## src/hdl/atan2ba_pkg.sv

```systemverilog
`timescale 1ns / 1ps
// ----------------------------------------------------------------------------
// atan2ba_pkg
// Shared types and constants for the binary-angle atan2 CORDIC pipeline.
// ----------------------------------------------------------------------------
package atan2ba_pkg;

	localparam int STEPS   = 30;   // CORDIC iterations, one per stage
	localparam int XY_W    = 62;   // x/y datapath, magnitude stays below 2^60
	localparam int Z_W     = 32;   // angle accumulator, 2^-32 turn units
	localparam int ANGLE_W = 16;   // result, 65536 units per turn
	localparam int MAG_LSB = 59;   // full-scale coordinate lands at 2^58

	localparam logic [Z_W-1:0] HALF_TURN_Z = 32'h8000_0000;
	localparam logic [Z_W-1:0] ROUND_HALF  = 32'h0000_8000;

	// atan(2^-i) / (2*pi) * 2^32, truncated
	localparam logic [Z_W-1:0] STEP_ANGLE [0:STEPS-1] = '{
		32'h20000000, 32'h12E4051D, 32'h09FB385B, 32'h051111D4, 32'h028B0D43,
		32'h0145D7E1, 32'h00A2F61E, 32'h00517C55, 32'h0028BE53, 32'h00145F2E,
		32'h000A2F98, 32'h000517CC, 32'h00028BE6, 32'h000145F3, 32'h0000A2F9,
		32'h0000517C, 32'h000028BE, 32'h0000145F, 32'h00000A2F, 32'h00000517,
		32'h0000028B, 32'h00000145, 32'h000000A2, 32'h00000051, 32'h00000028,
		32'h00000014, 32'h0000000A, 32'h00000005, 32'h00000002, 32'h00000001
	};

	// Payload carried between pipeline stages
	typedef struct packed {
		logic                   zero;   // both coordinates zero
		logic                   half;   // reference axis was negative
		logic signed [XY_W-1:0] x;
		logic signed [XY_W-1:0] y;
		logic signed [Z_W-1:0]  z;
	} stage_t;

endpackage

```

## src/hdl/atan2ba_prep.sv

```systemverilog
`timescale 1ns / 1ps
// ----------------------------------------------------------------------------
// atan2ba_prep
// Input stage: half-turn fold of the left half plane and prescale to the
// CORDIC datapath.
// ----------------------------------------------------------------------------
module atan2ba_prep #(
	parameter int COORD_BITS = 16
) (
	input  logic                         clk,
	input  logic                         arst_n,
	input  logic                         in_valid,
	input  logic signed [COORD_BITS-1:0] ref_axis,
	input  logic signed [COORD_BITS-1:0] quarter_axis,
	output logic                         out_valid,
	output atan2ba_pkg::stage_t          out_stage
);

	localparam int PRE_SHIFT = atan2ba_pkg::MAG_LSB - COORD_BITS;

	logic                                    neg;
	logic signed [COORD_BITS:0]              rx_e, qy_e, rx_f, qy_f;
	logic signed [atan2ba_pkg::XY_W-1:0]     x_ext, y_ext;
	logic                                    valid_s1;
	atan2ba_pkg::stage_t                     stage_s1;

	always_comb begin
		rx_e  = (COORD_BITS+1)'(ref_axis);
		qy_e  = (COORD_BITS+1)'(quarter_axis);
		neg   = ref_axis[COORD_BITS-1];
		// one extra bit so the most negative value negates cleanly
		rx_f  = neg ? -rx_e : rx_e;
		qy_f  = neg ? -qy_e : qy_e;
		x_ext = atan2ba_pkg::XY_W'(rx_f);
		y_ext = atan2ba_pkg::XY_W'(qy_f);
	end

	always_ff @(posedge clk or negedge arst_n) begin
		if (!arst_n) begin
			valid_s1 <= 1'b0;
		end else begin
			valid_s1 <= in_valid;
		end
	end

	always_ff @(posedge clk) begin
		if (in_valid) begin
			stage_s1.zero <= (ref_axis == '0) && (quarter_axis == '0);
			stage_s1.half <= neg;
			stage_s1.x    <= x_ext <<< PRE_SHIFT;
			stage_s1.y    <= y_ext <<< PRE_SHIFT;
			stage_s1.z    <= '0;
		end
	end

	assign out_valid = valid_s1;
	assign out_stage = stage_s1;

endmodule

```

## config.mk

```make
export PLATFORM = sky130hd
export DESIGN_NAME = atan2ba_prep
export DESIGN_NICKNAME = d
export VERILOG_FILES = /design/src/hdl/atan2ba_pkg.sv /design/src/hdl/atan2ba_prep.sv
export SDC_FILE = /design/constraint.sdc
export NUM_CORES = 1
export LEC_CHECK = 0
export BUFFER_PORTS_ARGS = -buffer_cell sky130_fd_sc_hd__buf_4
export CAP_MARGIN = 20
export CELL_PAD_IN_SITES_DETAIL_PLACEMENT = 0
export CELL_PAD_IN_SITES_GLOBAL_PLACEMENT = 2
export CORE_UTILIZATION = 20
export DETAILED_ROUTE_END_ITERATION = 10
export GPL_ROUTABILITY_DRIVEN = 0
export PLACE_DENSITY = 0.78
export SLEW_MARGIN = 20
export SYNTH_ARGS = -nofsm -noshare
export SYNTH_HDL_FRONTEND = slang
export SYNTH_SLANG_ARGS = --single-unit
```

## constraint.sdc

```tcl
create_clock -name clk -period 0.8 [get_ports clk]
set_input_delay 0.12 -clock clk [delete_from_list [all_inputs] [get_ports clk]]
set_output_delay 0.12 -clock clk [all_outputs]
set_load 0.05 [all_outputs]
```

* Word-level counts from Yosys, hierarchy flattened
Cells that the tools add are included. Widths: inputs -> output; s select.
Operators by class: add/subtract/negate cells 2, multipliers 0, div/mod/pow operators 0, magnitude comparators 0, equality and inequality tests 0, shifts and indexed selects 0, mux-type cells 2, bitwise logic cells 0, reductions and logical operators 3
Operator list (number):
- $mux 17 | 2
- $neg 16->17 | 2
- $logic_not 16->1 | 2
- $logic_and 1x1->1 | 1
Word-level totals: bits in registers 37, latch bits 0, bits in writable memories 0, ROM bits 0, output and inout port bits 159, logic and storage cells 13, memories 0

* Longest topological paths before layout
word-level depth 2, depth in mapped cells 6

* Worst setup path after synthesis
OpenSTA, ideal clock, no wires.
path type input -> register, start point input port ref_axis[10], end point register stage_s1, in the netlist out_stage[151], data pin, arrival 1.188 ns, path slack -0.646 ns, cell stages on the path 4, buffers on the path 0, path through or4_4 or3_4 o21ai_2 xnor2_1
Between the ends: longest elaborated chain between the ends 2
Ends and longest elaborated chain:
- start, declared | line atan2ba_prep.sv:13 | input logic signed [COORD_BITS-1:0] ref_axis,
- $neg 16->17 | line atan2ba_prep.sv:32 | rx_f = neg ? -rx_e : rx_e;
- $mux 17 | line atan2ba_prep.sv:32
- via rx_f[14] | line atan2ba_prep.sv:22 | logic signed [COORD_BITS:0] rx_e, qy_e, rx_f, qy_f;
- end, declared | line atan2ba_prep.sv:25 | atan2ba_pkg::stage_t stage_s1;
The timed path passes the listed nets, and every way through them passes these cells. A chain may end at the register's enable or synchronous reset.

* Worst setup path in the final report
Ends and elaborated chain as after synthesis.

==> impl_results.md <==
- Slew Viols, Final: 0
- Crit path kind: primary input to register
- Vias after detailed routing: roughly 1,800
- Proportion of total power due to net switching: about two fifths
- Setup repair after global routing missed its margin: yes
- Crit share post-route: 161.0%
- Largest stage delay on the critical path: roughly 0.53 ns
- Detail-routed net length per standard cell: approximately 9.2 µm
- Endpoint arrival time on the critical path: 1.32 ns
- Leakage dissipation: approximately 1.7 nW
- Clock slew seen by the registers of the worst setup and hold paths: ~0.05 ns
- Detailed-routing iteration count for the pre-antenna-repair pass: 4
- IR Drop Worst-Case VDD: 683.0 µV
- Vias per cell: around 3.3
- Number of synthesized flops with an enable pin: 36
- Top cell type's share of synthesized area: approximately 40%
- Antenna diode instance count: 0
- DRC violation count after routing: 0
- I/O Pins: slightly below 200
- Cell at the slowest stage of the critical path: sky130_fd_sc_hd__or4_4
- Required time of the critical path: 0.83 ns
- Count of port buffers added during placement: 75
- Fraction of layout instances using a drive strength above 1: 42.63%
- Seq/Total Area, Yosys: between 40% and 50%
- Utilization after layout: a little under a third
- First-pass GRT wire length: between 7000 and 8000 µm
- Cell Rows: 41
- Worst slack, placed: -0.8035 ns
- Largest area contributor in the netlist: sky130_fd_sc_hd__edfxtp_1
- Placed cell count: 538
- Worst min-delay path class: primary input to register
- Family of cells with the greatest summed delay on the critical path: simple AND/OR/NAND/NOR gates
- Antenna viol nets, final: 0
- Total Power: about 7.5 mW
- Share of synthesized registers carrying an async set or reset: ~2.7%
- Die area: about 14,000 µm²
- Number of global-route vias before repair: between 1,500 and 2,000
- Violated checks: setup timing
- Wire length after detailed routing: 5093 µm
- Horiz. Die Dim: roughly 120 µm
- Area of all placed cells without fillers: between 3000 and 4000 µm²
- Cell Int Power: approximately 4.4 mW
- Unique masters post-synth: 26
- Final hold vios: 0
- Clock period minus worst slack: about 1.3 ns
- Critical Path Start Type: primary input
- Cell area after synthesis: between 2000 and 3000 µm²
- CTS tree: done
- Power per unit of standard cell area: 1884 nW/µm²
- Upper clock frequency limit: around 780 MHz
- Number of H-tree branching levels: 2
- Register bit total from synthesis: 37
- Busiest layer in global routing: met2
- Cell depth of the worst hold path: 1
- CP endpoint: out_stage[151]$_DFFE_PP_
- Final setup violation count: 67
- Element type at the critical path end: register
- Maximum buffer depth of the clock tree: 2
- YS warnings: 0
- Status: finished with violations
- Number of max-cap violations: 0
- Maximum number of pins on one net before global-route repair: 36
- Worst setup startpoint: ref_axis[10]
- Count of routing violations after the opening detailed-route iteration: between 50 and 60
- Most used flip-flop cell after synthesis: sky130_fd_sc_hd__edfxtp_1
- Met2 Usage GRT: 13.35%
- Largest fanout on the critical path: 3
- Placeable core region: about 13,000 µm²
- HPWL Detailed: ~4200 µm
- Switching Power: roughly 3.1 mW
- Relative area change from synthesis to final layout: 48.09%
- Leading cell type by number of instances after synthesis: sky130_fd_sc_hd__buf_4
- Combinational power share: 42.7%
- Initial cell density of the core: between 20% and 30%
- Number of clock sinks: 37
- Clk network pwr share: between 20% and 30%
- Fraction of met3 tracks used by global routing: under 10%
- Initial antenna violation count: 0
- Met1 GRT Util: between 7 and 8%
- Top cell types by occurrence after synthesis: sky130_fd_sc_hd__buf_4, sky130_fd_sc_hd__edfxtp_1, sky130_fd_sc_hd__xnor2_1, sky130_fd_sc_hd__o21ai_0, sky130_fd_sc_hd__nand2_1
- Area after DPL: about 3500 µm²
- Bufs and invs on worst path: 1
- Cells along the critical path: buf_6, or4_4, or3_4, o21ai_2, xnor2_1
- Remaining global-route overflow: 0
- All-layer global routing usage: around 7%
- Inserted Clock Buffers: 5
- Root buffer cell: sky130_fd_sc_hd__clkbuf_16
- Non-filler instance count after layout: around 550
- Post-route setup slack: -0.4879 ns
- Final nets: approximately 420
- Die Y-Extent: 117.9 µm
- Critical path depth in cells: 5
- Post-synthesis average cell area: 10.41 µm²
- Synthesized netlist cell count: between 200 and 300
- Top cells by area, synth: sky130_fd_sc_hd__edfxtp_1, sky130_fd_sc_hd__buf_4, sky130_fd_sc_hd__xnor2_1
- Portion of total power attributed to sequential cells: ~33%
## placed cells by master, fill, tap and decap left out, types with 2 or more instances in the layout
cell                        Yosys  routed
sky130_fd_sc_hd__o41ai_2        0       4
sky130_fd_sc_hd__buf_12         0       4
sky130_fd_sc_hd__buf_6          0      51
sky130_fd_sc_hd__nor4_4         0       2
sky130_fd_sc_hd__nand2_4        0       2
sky130_fd_sc_hd__conb_1         1     119
sky130_fd_sc_hd__nand2_1       10       7
sky130_fd_sc_hd__clkbuf_16      0       5
sky130_fd_sc_hd__nand2b_1       6       6
sky130_fd_sc_hd__buf_4        122      64
sky130_fd_sc_hd__o31ai_2        0       4
sky130_fd_sc_hd__clkbuf_1       3       3
sky130_fd_sc_hd__xnor2_1       27      27
sky130_fd_sc_hd__inv_1          6       2
sky130_fd_sc_hd__nand3_4        0       4
sky130_fd_sc_hd__o31ai_1        6       2
sky130_fd_sc_hd__o21ai_2        1       2
sky130_fd_sc_hd__nor2_4         0       3
sky130_fd_sc_hd__o21ai_1        0       9
sky130_fd_sc_hd__edfxtp_1      36      36
sky130_fd_sc_hd__o21ai_0       12       2
sky130_fd_sc_hd__ha_4           0       2
## power by group through the flow
stage / combinational (mW) / clock (mW) / sequential, mW
floorplan: 2.03 / 0 / 3.13
global placement: 2.98 / 0 / 2.45
detailed placement: 3.00 / 0 / 2.46
CTS: 3.18 / 1.87 / 2.47
global route: 3.31 / 1.92 / 2.48
finish: 3.20 / 1.83 / 2.46
## worst min path at each step
stage	to	startpoint	slack, ns
after floorplan	out_valid$_DFF_PN0_	arst_n	-0.18
after global placement	out_valid$_DFF_PN0_	arst_n	-0.10
after detailed placement	out_valid$_DFF_PN0_	arst_n	-0.10
after CTS	out_stage[137]$_DFFE_PP_	ref_axis[0]	0.03
after global routing	out_stage[137]$_DFFE_PP_	ref_axis[0]	0.04
final	out_stage[137]$_DFFE_PP_	ref_axis[0]	0.04
## through the flow
| stage | hold WS [ns] | TNS, ns |
|---|---|---|
| floorplan | -0.1756 | -7.549 |
| global placement | -0.1042 | -15.01 |
| detailed placement | -0.1023 | -15.65 |
| CTS | 0.03454 | -12.49 |
| global route | 0.03621 | -13.84 |
| finish | 0.04097 | -11.57 |
## flip-flops by register name, indices dropped and copies added, names as in the netlist
name and cells:
out_stage 36, out_valid 1
## routing by layer
metal	wire length, µm	share of wire, %
met1	1844	36
met3	472	9.3
met4	61	1.2
met2	2714	53
met5	0	0
## cell families after synthesis
| logic type | count (synthesis) | synth area share, % |
|---|---|---|
| other | 1 | 0.1397 |
| AND/OR/NAND/NOR | 37 | 8.015 |
| XOR/XNOR | 27 | 8.807 |
| AO/OA/AOI/OAI | 23 | 5.545 |
| adder cells (fa/ha/maj) | 2 | 0.9318 |
| flip-flops | 37 | 41.19 |
| buffers and inverters | 131 | 35.37 |
## area by class of cell
type                            count  area, µm²
Fill cell                        1292       8900
Multi-Input combinational cell    208       1297
Timing Repair Buffer              121       1160
Sequential cell                    37       1106
Tap cell                          172      215.2
Clock buffer                        8      136.4
Inverter                            6      61.31
## repair_timing
item                                    4_1_cts  5_1_grt
buffers inserted                              6        0
pin swaps                                    13        3
hold buffers                                  1        0
endpoints found under the setup margin       65       69
gates resized for setup                      72        9
hold endpoints to repair                      1        0
No activity file was read; power rests on OpenSTA's default activity.
