$ cat src/hdl/atan2ba_pkg.sv
`timescale 1ns / 1ps
// ----------------------------------------------------------------------------
// atan2ba_pkg
// Shared types and constants for the binary-angle atan2 CORDIC pipeline.
// ----------------------------------------------------------------------------
package atan2ba_pkg;

	localparam int STEPS   = 30;   // CORDIC iterations, one per stage
	localparam int XY_W    = 62;   // x/y datapath, magnitude stays below 2^60
	localparam int Z_W     = 32;   // angle accumulator, 2^-32 turn units
	localparam int ANGLE_W = 16;   // result, 65536 units per turn
	localparam int MAG_LSB = 59;   // full-scale coordinate lands at 2^58

	localparam logic [Z_W-1:0] HALF_TURN_Z = 32'h8000_0000;
	localparam logic [Z_W-1:0] ROUND_HALF  = 32'h0000_8000;

	// atan(2^-i) / (2*pi) * 2^32, truncated
	localparam logic [Z_W-1:0] STEP_ANGLE [0:STEPS-1] = '{
		32'h20000000, 32'h12E4051D, 32'h09FB385B, 32'h051111D4, 32'h028B0D43,
		32'h0145D7E1, 32'h00A2F61E, 32'h00517C55, 32'h0028BE53, 32'h00145F2E,
		32'h000A2F98, 32'h000517CC, 32'h00028BE6, 32'h000145F3, 32'h0000A2F9,
		32'h0000517C, 32'h000028BE, 32'h0000145F, 32'h00000A2F, 32'h00000517,
		32'h0000028B, 32'h00000145, 32'h000000A2, 32'h00000051, 32'h00000028,
		32'h00000014, 32'h0000000A, 32'h00000005, 32'h00000002, 32'h00000001
	};

	// Payload carried between pipeline stages
	typedef struct packed {
		logic                   zero;   // both coordinates zero
		logic                   half;   // reference axis was negative
		logic signed [XY_W-1:0] x;
		logic signed [XY_W-1:0] y;
		logic signed [Z_W-1:0]  z;
	} stage_t;

endpackage

$ cat src/hdl/atan2ba_round.sv
`timescale 1ns / 1ps
// ----------------------------------------------------------------------------
// atan2ba_round
// Output stage: half-turn offset, round to nearest unit, zero-vector case.
// ----------------------------------------------------------------------------
module atan2ba_round (
	input  logic                              clk,
	input  logic                              arst_n,
	input  logic                              in_valid,
	input  atan2ba_pkg::stage_t               in_stage,
	output logic                              done,
	output logic [atan2ba_pkg::ANGLE_W-1:0]   angle
);

	logic [atan2ba_pkg::Z_W-1:0]     total;
	logic                            done_q;
	logic [atan2ba_pkg::ANGLE_W-1:0] angle_q;

	always_comb begin
		total = (in_stage.half ? atan2ba_pkg::HALF_TURN_Z : '0)
		      + atan2ba_pkg::Z_W'(in_stage.z) + atan2ba_pkg::ROUND_HALF;
	end

	always_ff @(posedge clk or negedge arst_n) begin
		if (!arst_n) begin
			done_q <= 1'b0;
		end else begin
			done_q <= in_valid;
		end
	end

	always_ff @(posedge clk) begin
		if (in_valid) begin
			angle_q <= in_stage.zero ? '0
			         : total[atan2ba_pkg::Z_W-1 -: atan2ba_pkg::ANGLE_W];
		end
	end

	assign done  = done_q;
	assign angle = angle_q;

endmodule

$ cat config.mk
export PLATFORM = sky130hd
export DESIGN_NAME = atan2ba_round
export DESIGN_NICKNAME = d
export VERILOG_FILES = /design/src/hdl/atan2ba_pkg.sv /design/src/hdl/atan2ba_round.sv
export SDC_FILE = /design/constraint.sdc
export NUM_CORES = 1
export LEC_CHECK = 0
export ABC_AREA = 1
export BUFFER_PORTS_ARGS = -buffer_cell sky130_fd_sc_hd__buf_2
export CAP_MARGIN = 10
export CORE_ASPECT_RATIO = 0.75
export CORE_MARGIN = 8
export CORE_UTILIZATION = 28
export CTS_CLUSTER_DIAMETER = 100
export DETAILED_ROUTE_END_ITERATION = 7
export GPL_ROUTABILITY_DRIVEN = 0
export PLACE_DENSITY = 0.92
export REMOVE_ABC_BUFFERS = 1
export SYNTH_ARGS = -nofsm -noshare
export SYNTH_HDL_FRONTEND = slang
export SYNTH_SLANG_ARGS = --single-unit
$ cat constraint.sdc
create_clock -name clk -period 0.8 [get_ports clk]
set_input_delay 0.12 -clock clk [delete_from_list [all_inputs] [get_ports clk]]
set_output_delay 0.12 -clock clk [all_outputs]
set_load 0.01 [all_outputs]
Yosys cells after proc, flatten, opt, wreduce, memory -nomap -nowiden
Cells that the tools add are included.
W data, S select, Z words.

word-level totals
  bits in registers = 17
  input bits = 161
  output and inout port bits = 17
  word-level logic and storage cells = 5

operators by class
  add/subtract/negate cells = 2
  muxes and demuxes = 1

operator list
  kind                      number
  $add A32 B16 Y32 const B  1
  $add A32 B32 Y32          1
  $mux W32                  1

Depth between registers and ports, before layout
Gate-level depths: netlist of run 1.

  word-level depth = 3
  gate-level depth with buffers = 8
  mapped depth without buffers = 8

Worst setup path after synthesis of run 1
No wires, ideal clock.

  path type = input -> register
  start point = in in_stage[15] in the netlist's numbering
  end point = reg angle_q (netlist bit angle[9]) (data pin)
  setup time = 0.258 ns
  arrival time = 0.822 ns
  required time = 0.542 ns
  path slack = -0.279 ns
  cell stages on the path = 6
  path buffers = 0
  cell sequence = ha_1 > nand2_2 > nor2_8 > nand2_4 > nor3b_1 > nor2_1

between the ends
  word-level cells in the longest chain between the ends = 2

ends and longest elaborated chain
  what                  RTL line             source
  start, declared       atan2ba_round.sv:10  input atan2ba_pkg::stage_t in_stage,
  $add A32 B32 Y32      atan2ba_round.sv:21  + atan2ba_pkg::Z_W'(in_stage.z) + atan2ba_pkg::ROUND_HALF;
  $add A32 B16 Y32      atan2ba_round.sv:21
  end signal, assigned  atan2ba_round.sv:34  angle_q <= in_stage.zero ? '0
  end, declared         atan2ba_round.sv:17  logic [atan2ba_pkg::ANGLE_W-1:0] angle_q;

No other way between the ends.
A chain may end at the register's enable or synchronous reset.

Final worst setup path of run 1
  start point = reg angle_q (netlist bit angle[7])
  end point = out angle[7] in the netlist's numbering

RTL lines
  what           RTL line             source
  end, declared  atan2ba_round.sv:12  output logic [atan2ba_pkg::ANGLE_W-1:0] angle

No word-level cell between the ends.

==> results.yml, run 1 <==
detailed_routing:
  via_per_inst: 4.31
  vias: 1061
  dr.max_layer_used: "met4"
  wirelength_um: 3080
  dr_wl_met2_um: 1570
  wl_per_cell_um: 12.5
  dr.pass1.iters: 4
  drc: 0
  wl_met1_um: 1210
  wl_met3_um: 287
  postRouteAntennaNets: 0
  drt_iter0_drc: 60
layout:
  final_util_pct: 49.0
  fin_nets: 357
  antenna_cells: 0
  design_area_um2: 1780
  drive_gt1_share_pct: 57.2
  fin_cells: 246
  areaGrowthSynthToFinish_pct: 68.3
critical_path:
  worst_path_max_delay_cell: "edfxtp_1"
  cp_num_buf_inv: 1
  crit_family: "flip-flops"
  path_cells: "buf_2"
  worstPathRequired_ns: 0.68
  crit_arrival_ns: 0.79
  slowest_delay_ns: 0.38
  crit_type: "register to output pin"
  worst-path-max-fanout: 1
  end_kind: "output pin"
  worst_setup_path_start_kind: "register"
power:
  ir_worst_vdd_mv: 0.703
  p_leak_nw: 0.858
  p_per_area_nw_per_um2: 1300
  p_total_mw: 2.32
synth:
  synth_top_area_cell: "edfxtp_1"
  ys_seq_elements: 17
  synth-edff-count: 16
  dominantRegCellSynth: "edfxtp_1"
  synth_cells: 128
  ys_seq_area_share_pct: 47.8
  netlist.area_leader.share_pct: 45.4
  yosys-top-cells-area: "edfxtp_1 45%, nand2_1 12%, nor2_1 8.2%"
  synth_warnings: 0
  synthArstFlopShare_pct: 5.88
  ys_top_cells_by_count: "33 x nand2_1, 23 x nor2_1, 16 x edfxtp_1, 16 x inv_1"
  synth.distinct_cells: 21
  synth_area_per_cell_um2: 8.27
  yosysMostFrequentCell: "nand2_1"
  netlist_area_um2: 1060
min_path:
  hold_path.class: "primary input to register"
clock_tree:
  cts_made_buffers: 3
  cts_root_buffer: "clkbuf_8"
  htree_num_levels: 1
  cts_tree: "done"
  cts_num_sinks: 17
  clk_pin_slew_ns: 0.07
  cts_buffer_depth: 2
place:
  place_inst: 239
  portBuffers: 38
  dp_hpwl_um: 2290
  place_area_um2: 1500
timing:
  fin_setup_tns_ns: -1.52
  layout_min_cycle_time_ns: 0.914
  drv_slew: 0
  max_freq_ghz: 1.09
  worstMarginPinSlew_ns: 0.182
  rsz0062_at_grt: "yes"
  finalSetupViolCount: 20
  final_hold_viol_count: 0
  max-slew-margin-rel_pct: 87.8
  post-route-period-util_pct: 114
  setup_slack_ns: -0.114
die:
  dieWidth_um: 87.0
  initial_core_util_pct: 29.1
  dieArea_um2: 6020
  fp-row-count: 19
  pin_count: 178
  core_area_um2: 3640
  die-height_um: 69.2
global_route:
  overflow: 0
  antenna_found_initial: 0
  grt_pass1_vias: 1115
  grt_pass1_wl_um: 4910
  grt_max_degree: 18
  grtUsageTotal_pct: 10.2
job:
  drv_cap: 0
run_status:
  status: "complete, but fails checks"
  failed_checks: "negative setup slack"
[registers in the layout (all words and copies together), names as in the netlist]
name	count
done	1
angle	16
[final timing paths]
kind	from	to	slack, ns	cells past startpoint
setup / recovery	angle[7]	angle[7]	-0.11	1
hold / removal	in_valid	done	0.16	2
max in group asynchronous	arst_n	done	0.54	2
min in group asynchronous	arst_n	done	0.17	2
[where the power goes]
| group | internal, mW | switching (mW) |
|---|---|---|
| logic | 0.282 | 0.304 |
| clock network | 0.354 | 0.311 |
| registers | 1.05 | 0.0160 |
| total | 1.69 | 0.631 |
[kinds of logic after synthesis]
| group | after synthesis | share of synthesized area (%) |
|---|---|---|
| buffers and inverters | 19 | 6.86 |
| DFF | 17 | 47.8 |
| adders and majority gates | 1 | 1.18 |
| AOI/OAI and AO/OA | 14 | 8.51 |
| and+or+nand+nor | 74 | 33.2 |
| xor gates and xnor gates | 3 | 2.48 |
[cell usage in the layout (no fill, tap or decap), drive strengths merged]
master,Yosys,routed
a21oi,6,6
buf,1,62
clkbuf,0,4
dfrtp,1,1
dlygate4sd3,0,1
edfxtp,16,16
ha,1,1
inv,18,18
nand2,37,37
nand3,6,6
nor2,29,29
nor3b,2,2
o21a,1,1
o21ai,3,3
o21bai,4,4
xor2,3,3
[metal layers]
| layer | up-vias | GRT usage [%] |
|---|---|---|
| li1 | 536 | - |
| met1 | 483 | 11.3 |
| met2 | 38 | 17.3 |
| met3 | 4 | 4.26 |
| met4 | 0 | 2.67 |
| met5 | - | 0 |
[per-stage QoR]
stage	setup WS (ns)	hold slack (ns)
after floorplan	-0.279	-0.176
after global placement	-0.413	-0.105
after detailed placement	-0.461	-0.104
after CTS	-0.121	0.152
after global routing	-0.154	0.168
final	-0.114	0.159
[timing repair]
action	4_1_cts	5_1_grt
setup endpoints to repair	29	31
hold buffers	1	0
pin swaps	12	17
hold endpoints to repair	1	0
gates resized for setup	19	47
setup buffers	1	1
[area by class of cell]
cell class | instances | area [µm²]
Fill cell | 351 | 1860
Multi-Input combinational cell | 92 | 636
Sequential cell | 17 | 505
Timing Repair Buffer | 63 | 460
Inverter | 18 | 70.1
Tap cell | 52 | 65.1
Clock buffer | 4 | 45.0
Note: power is estimated with default switching activity, not from simulation.
==> inputs of run 2 (changes only) <==
- GPL_ROUTABILITY_DRIVEN: 0 -> default
- clock period: 0.8 -> 0.9 ns (I/O delays scaled with it)
==> results.yml, run 2 (synthesis results as in run 1) <==
layout:
  areaGrowthSynthToFinish_pct: 53.5
  layout_common_cells: "36 x buf_2, 31 x nand2_1, 22 x buf_4"
  layout_commonest_cell: "buf_2"
  largest_register_ffs: 16
  fin_nets: 357
  drive_gt1_share_pct: 44.3
  fin_cells: 246
  antenna_cells: 0
  design_area_um2: 1630
  final_util_pct: 44.7
clock_tree:
  htree_num_levels: 1
  clk_pin_slew_ns: 0.07
  cts_num_sinks: 17
  cts_made_buffers: 3
  cts_tree: "done"
  cts_root_buffer: "clkbuf_8"
  cts_buffer_depth: 2
global_route:
  grt_pass1_vias: 1052
  grt_max_degree: 18
  grtUsageTotal_pct: 9.92
  overflow: 0
  antenna_found_initial: 0
  grt_pass1_wl_um: 4720
timing:
  post-route-period-util_pct: 103
  finalSetupViolCount: 4
  layout_min_cycle_time_ns: 0.923
  worstMarginPinSlew_ns: 0.177
  drv_slew: 0
  max_freq_ghz: 1.08
  rsz0062_at_grt: "yes"
  setup_slack_ns: -0.0230
  max-slew-margin-rel_pct: 88.1
  final_hold_viol_count: 0
place:
  dp_hpwl_um: 2320
  portBuffers: 38
  place_congestion: 0.836
  place_area_um2: 1510
  place_inst: 240
  dpl_worst_slack_ns: -0.371
detailed_routing:
  drc: 0
  via_per_inst: 4.28
  dr.pass1.iters: 4
  postRouteAntennaNets: 0
  wirelength_um: 2960
  drt_iter0_drc: 54
  vias: 1054
  wl_per_cell_um: 12.0
critical_path:
  worstPathRequired_ns: 0.76
  worst_path_max_delay_cell: "edfxtp_1"
  cp_num_buf_inv: 1
  worst-path-max-fanout: 1
  slowest_delay_ns: 0.38
  setup.worst_path.start: "angle[9]"
  crit_arrival_ns: 0.79
  crit_type: "register to output pin"
  path_cells: "buf_2"
  path_depth: 1
  worst_setup_path_start_kind: "register"
  crit_family: "flip-flops"
  end_kind: "output pin"
die:
  fp-row-count: 19
  die-height_um: 69.2
  pin_count: 178
  initial_core_util_pct: 29.1
  dieArea_um2: 6020
  core_area_um2: 3640
  dieWidth_um: 87.0
min_path:
  hold_path.class: "primary input to asynchronous set/reset pin"
power:
  ir_worst_vdd_mv: 0.485
  p_per_area_nw_per_um2: 1230
  p_leak_nw: 0.807
run_status:
  failed_checks: "negative setup slack"
  status: "complete, but fails checks"
job:
  drv_cap: 0
-- run 2: changes by cell type in the layout (fill, tap and decap cells not counted), moves of 5 or more --
| cell | change |
|---|---|
| nand2_1 | +10 |
| buf_2 | +8 |
| nand2_4 | -5 |
| inv_1 | +6 |
| inv_2 | -5 |
| nand2_2 | -5 |
-- run 2: worst paths after layout --
check                           end  slack (ns)
max in group asynchronous      done        0.65
min in group clk               done        0.17
hold / removal                 done        0.17
setup / recovery           angle[9]       -0.02
-- run 2: report_power, final --
group / leakage, nW / switching [mW] / internal (mW) / total [mW]
Combinational: 0.619 / 0.236 / 0.217 / 0.452
Clock: 0.0228 / 0.285 / 0.315 / 0.601
Sequential: 0.166 / 0.0124 / 0.936 / 0.948
-- run 2: per-layer routing --
layer	part of all wire [%]	global-route usage, %	vias up
li1	-	-	539
met1	42	11.1	484
met2	48	16.6	26
met3	8.5	4.14	5
met4	0.98	3.05	0
met5	0	0	-
-- run 2: per-stage QoR --
step / setup TNS [ns] / hold slack [ns] / total power [mW]
after floorplan: -0.858 / -0.161 / 1.13
after global placement: -3.31 / -0.0906 / 1.38
after detailed placement: -3.79 / -0.0891 / 1.39
after CTS: -0.126 / 0.165 / 2.01
after global routing: -0.585 / 0.177 / 2.09
final: -0.0582 / 0.167 / 2.00
-- run 2: final cells by class --
class                      count  area [µm²]
tap                           52        65.1
timing repair buffer          63         422
inverter                      18        67.6
multi-input combinational     92         520
sequential                    17         505
fill                         374        2010
clock buffer                   4        45.0
-- run 2: what timing repair did --
item                                    in CTS  in global routing
pin swaps                                    3                  7
resized for setup                            6                  8
endpoints found under the setup margin      15                 28
hold buffers                                 1                  0
endpoints found under the hold margin        1                  0
setup buffers                                0                  1
==> inputs of run 3 (changes only) <==
- clock period: 0.9 -> 0.85 ns (I/O delays scaled with it)
==> results.yml, run 3 (synthesis results as in run 1) <==
run_status:
  status: "complete, but fails checks"
  failed_checks: "negative setup slack"
global_route:
  overflow: 0
  antenna_found_initial: 0
  grt_max_degree: 18
  grtUsageTotal_pct: 9.89
  grt_pass1_wl_um: 4640
  grt_pass1_vias: 1051
die:
  initial_core_util_pct: 29.1
  dieArea_um2: 6020
  dieWidth_um: 87.0
  fp-row-count: 19
  die-height_um: 69.2
  pin_count: 178
  core_area_um2: 3640
detailed_routing:
  wl_per_cell_um: 12.1
  drc: 0
  vias: 1041
  postRouteAntennaNets: 0
  dr.pass1.iters: 4
  wirelength_um: 2970
  via_per_inst: 4.23
  drt_iter0_drc: 44
critical_path:
  crit_family: "flip-flops"
  crit_type: "register to output pin"
  path_cells: "buf_2"
  worst_path_max_delay_cell: "edfxtp_1"
  worst_setup_path_start_kind: "register"
  worst-path-max-fanout: 1
  crit_arrival_ns: 0.82
  path_depth: 1
  slowest_delay_ns: 0.39
  end_kind: "output pin"
  cp_num_buf_inv: 1
  worstPathRequired_ns: 0.72
clock_tree:
  cts_num_sinks: 17
  cts_made_buffers: 3
  clk_pin_slew_ns: 0.08
  cts_buffer_depth: 2
  cts_tree: "done"
  htree_num_levels: 1
  cts_root_buffer: "clkbuf_8"
layout:
  largest_register_ffs: 16
  areaGrowthSynthToFinish_pct: 56.7
  fin_cells: 246
  layout_commonest_cell: "buf_2"
  drive_gt1_share_pct: 50.0
  antenna_cells: 0
  num-fill-cells: 358
  fin_nets: 357
  layout_common_cells: "35 x buf_2, 25 x nand2_1, 23 x buf_4"
  design_area_um2: 1660
place:
  place_inst: 239
  dp_hpwl_um: 2350
  place_congestion: 0.828
  place_area_um2: 1500
  portBuffers: 38
power:
  seq_power_share_pct: 46.6
  pwr-share-clk_pct: 30.5
  ir_worst_vdd_mv: 0.544
  p_leak_nw: 0.821
  intPower_mw: 1.56
  p_switching_mw: 0.601
  p_total_mw: 2.16
  p_comb_share_pct: 23.0
  p_per_area_nw_per_um2: 1300
  sw_frac_of_total_pct: 27.8
timing:
  setup_slack_ns: -0.0962
  worst_hold_slack_ns: 0.166
  max_freq_ghz: 1.06
  layout_min_cycle_time_ns: 0.946
  drv_slew: 0
  rsz0062_at_grt: "yes"
  worstMarginPinSlew_ns: 0.209
  final_hold_viol_count: 0
  max-slew-margin-rel_pct: 86.0
  finalSetupViolCount: 17
  post-route-period-util_pct: 111
job:
  drv_cap: 0
min_path:
  hold_path.class: "primary input to asynchronous set/reset pin"
==> run 3: cell types whose count changed in the layout (fill, tap and decap cells not counted), moves of 2 or more <==
cell | before | now
inv_1 | 16 | 14
inv_2 | 2 | 4
nand2_1 | 31 | 25
nand2_2 | 3 | 8
o21ai_0 | 3 | 1
o21ai_1 | 0 | 2
==> run 3: repair_timing <==
| item | in CTS | in global routing |
|---|---|---|
| hold buffers | 1 | 0 |
| gates resized for setup | 13 | 15 |
| setup buffers | 1 | 1 |
| pin swaps | 7 | 7 |
| hold endpoints to repair | 1 | 0 |
| setup endpoints to repair | 27 | 29 |
==> run 3: cell type report <==
class / count / area (µm²) / area share [%]
Clock buffer: 3 / 41.3 / 2.49
Clock inverter: 1 / 7.51 / 0.452
Inverter: 18 / 67.6 / 4.07
Multi-Input combinational cell: 92 / 548 / 33.0
Sequential cell: 17 / 505 / 30.5
Tap cell: 52 / 65.1 / 3.92
Timing Repair Buffer: 63 / 424 / 25.6
==> run 3: worst paths after layout <==
path,endpoint,startpoint
min,done,arst_n
max,angle[7],angle[7]
max in group asynchronous,done,arst_n
min in group clk,done,in_valid
==> run 3: metal layers <==
| metal | wire (µm) | track usage (%) |
|---|---|---|
| met5 | 0 | 0 |
| met4 | 23 | 2.86 |
| met3 | 304 | 4.85 |
| met2 | 1460 | 16.7 |
| met1 | 1180 | 10.6 |
==> run 3: stage by stage <==
stage | TNS (ns) | utilization (%) | setup slack, ns
floorplan | -1.17 | - | -0.237
global placement | -3.96 | 41.2 | -0.370
detailed placement | -4.39 | 41.2 | -0.407
CTS | -0.995 | 44.5 | -0.0899
global route | -1.55 | 45.6 | -0.128
finish | -0.881 | 45.6 | -0.0962
==> run 3: power groups by stage <==
stage | Sequential [mW] | Clock, mW | Combinational [mW]
after floorplan | 1.06 | 0 | 0.137
after global placement | 1.02 | 0 | 0.437
after detailed placement | 1.03 | 0 | 0.447
after CTS | 1.01 | 0.665 | 0.476
after global routing | 1.01 | 0.697 | 0.542
final | 1.01 | 0.658 | 0.496
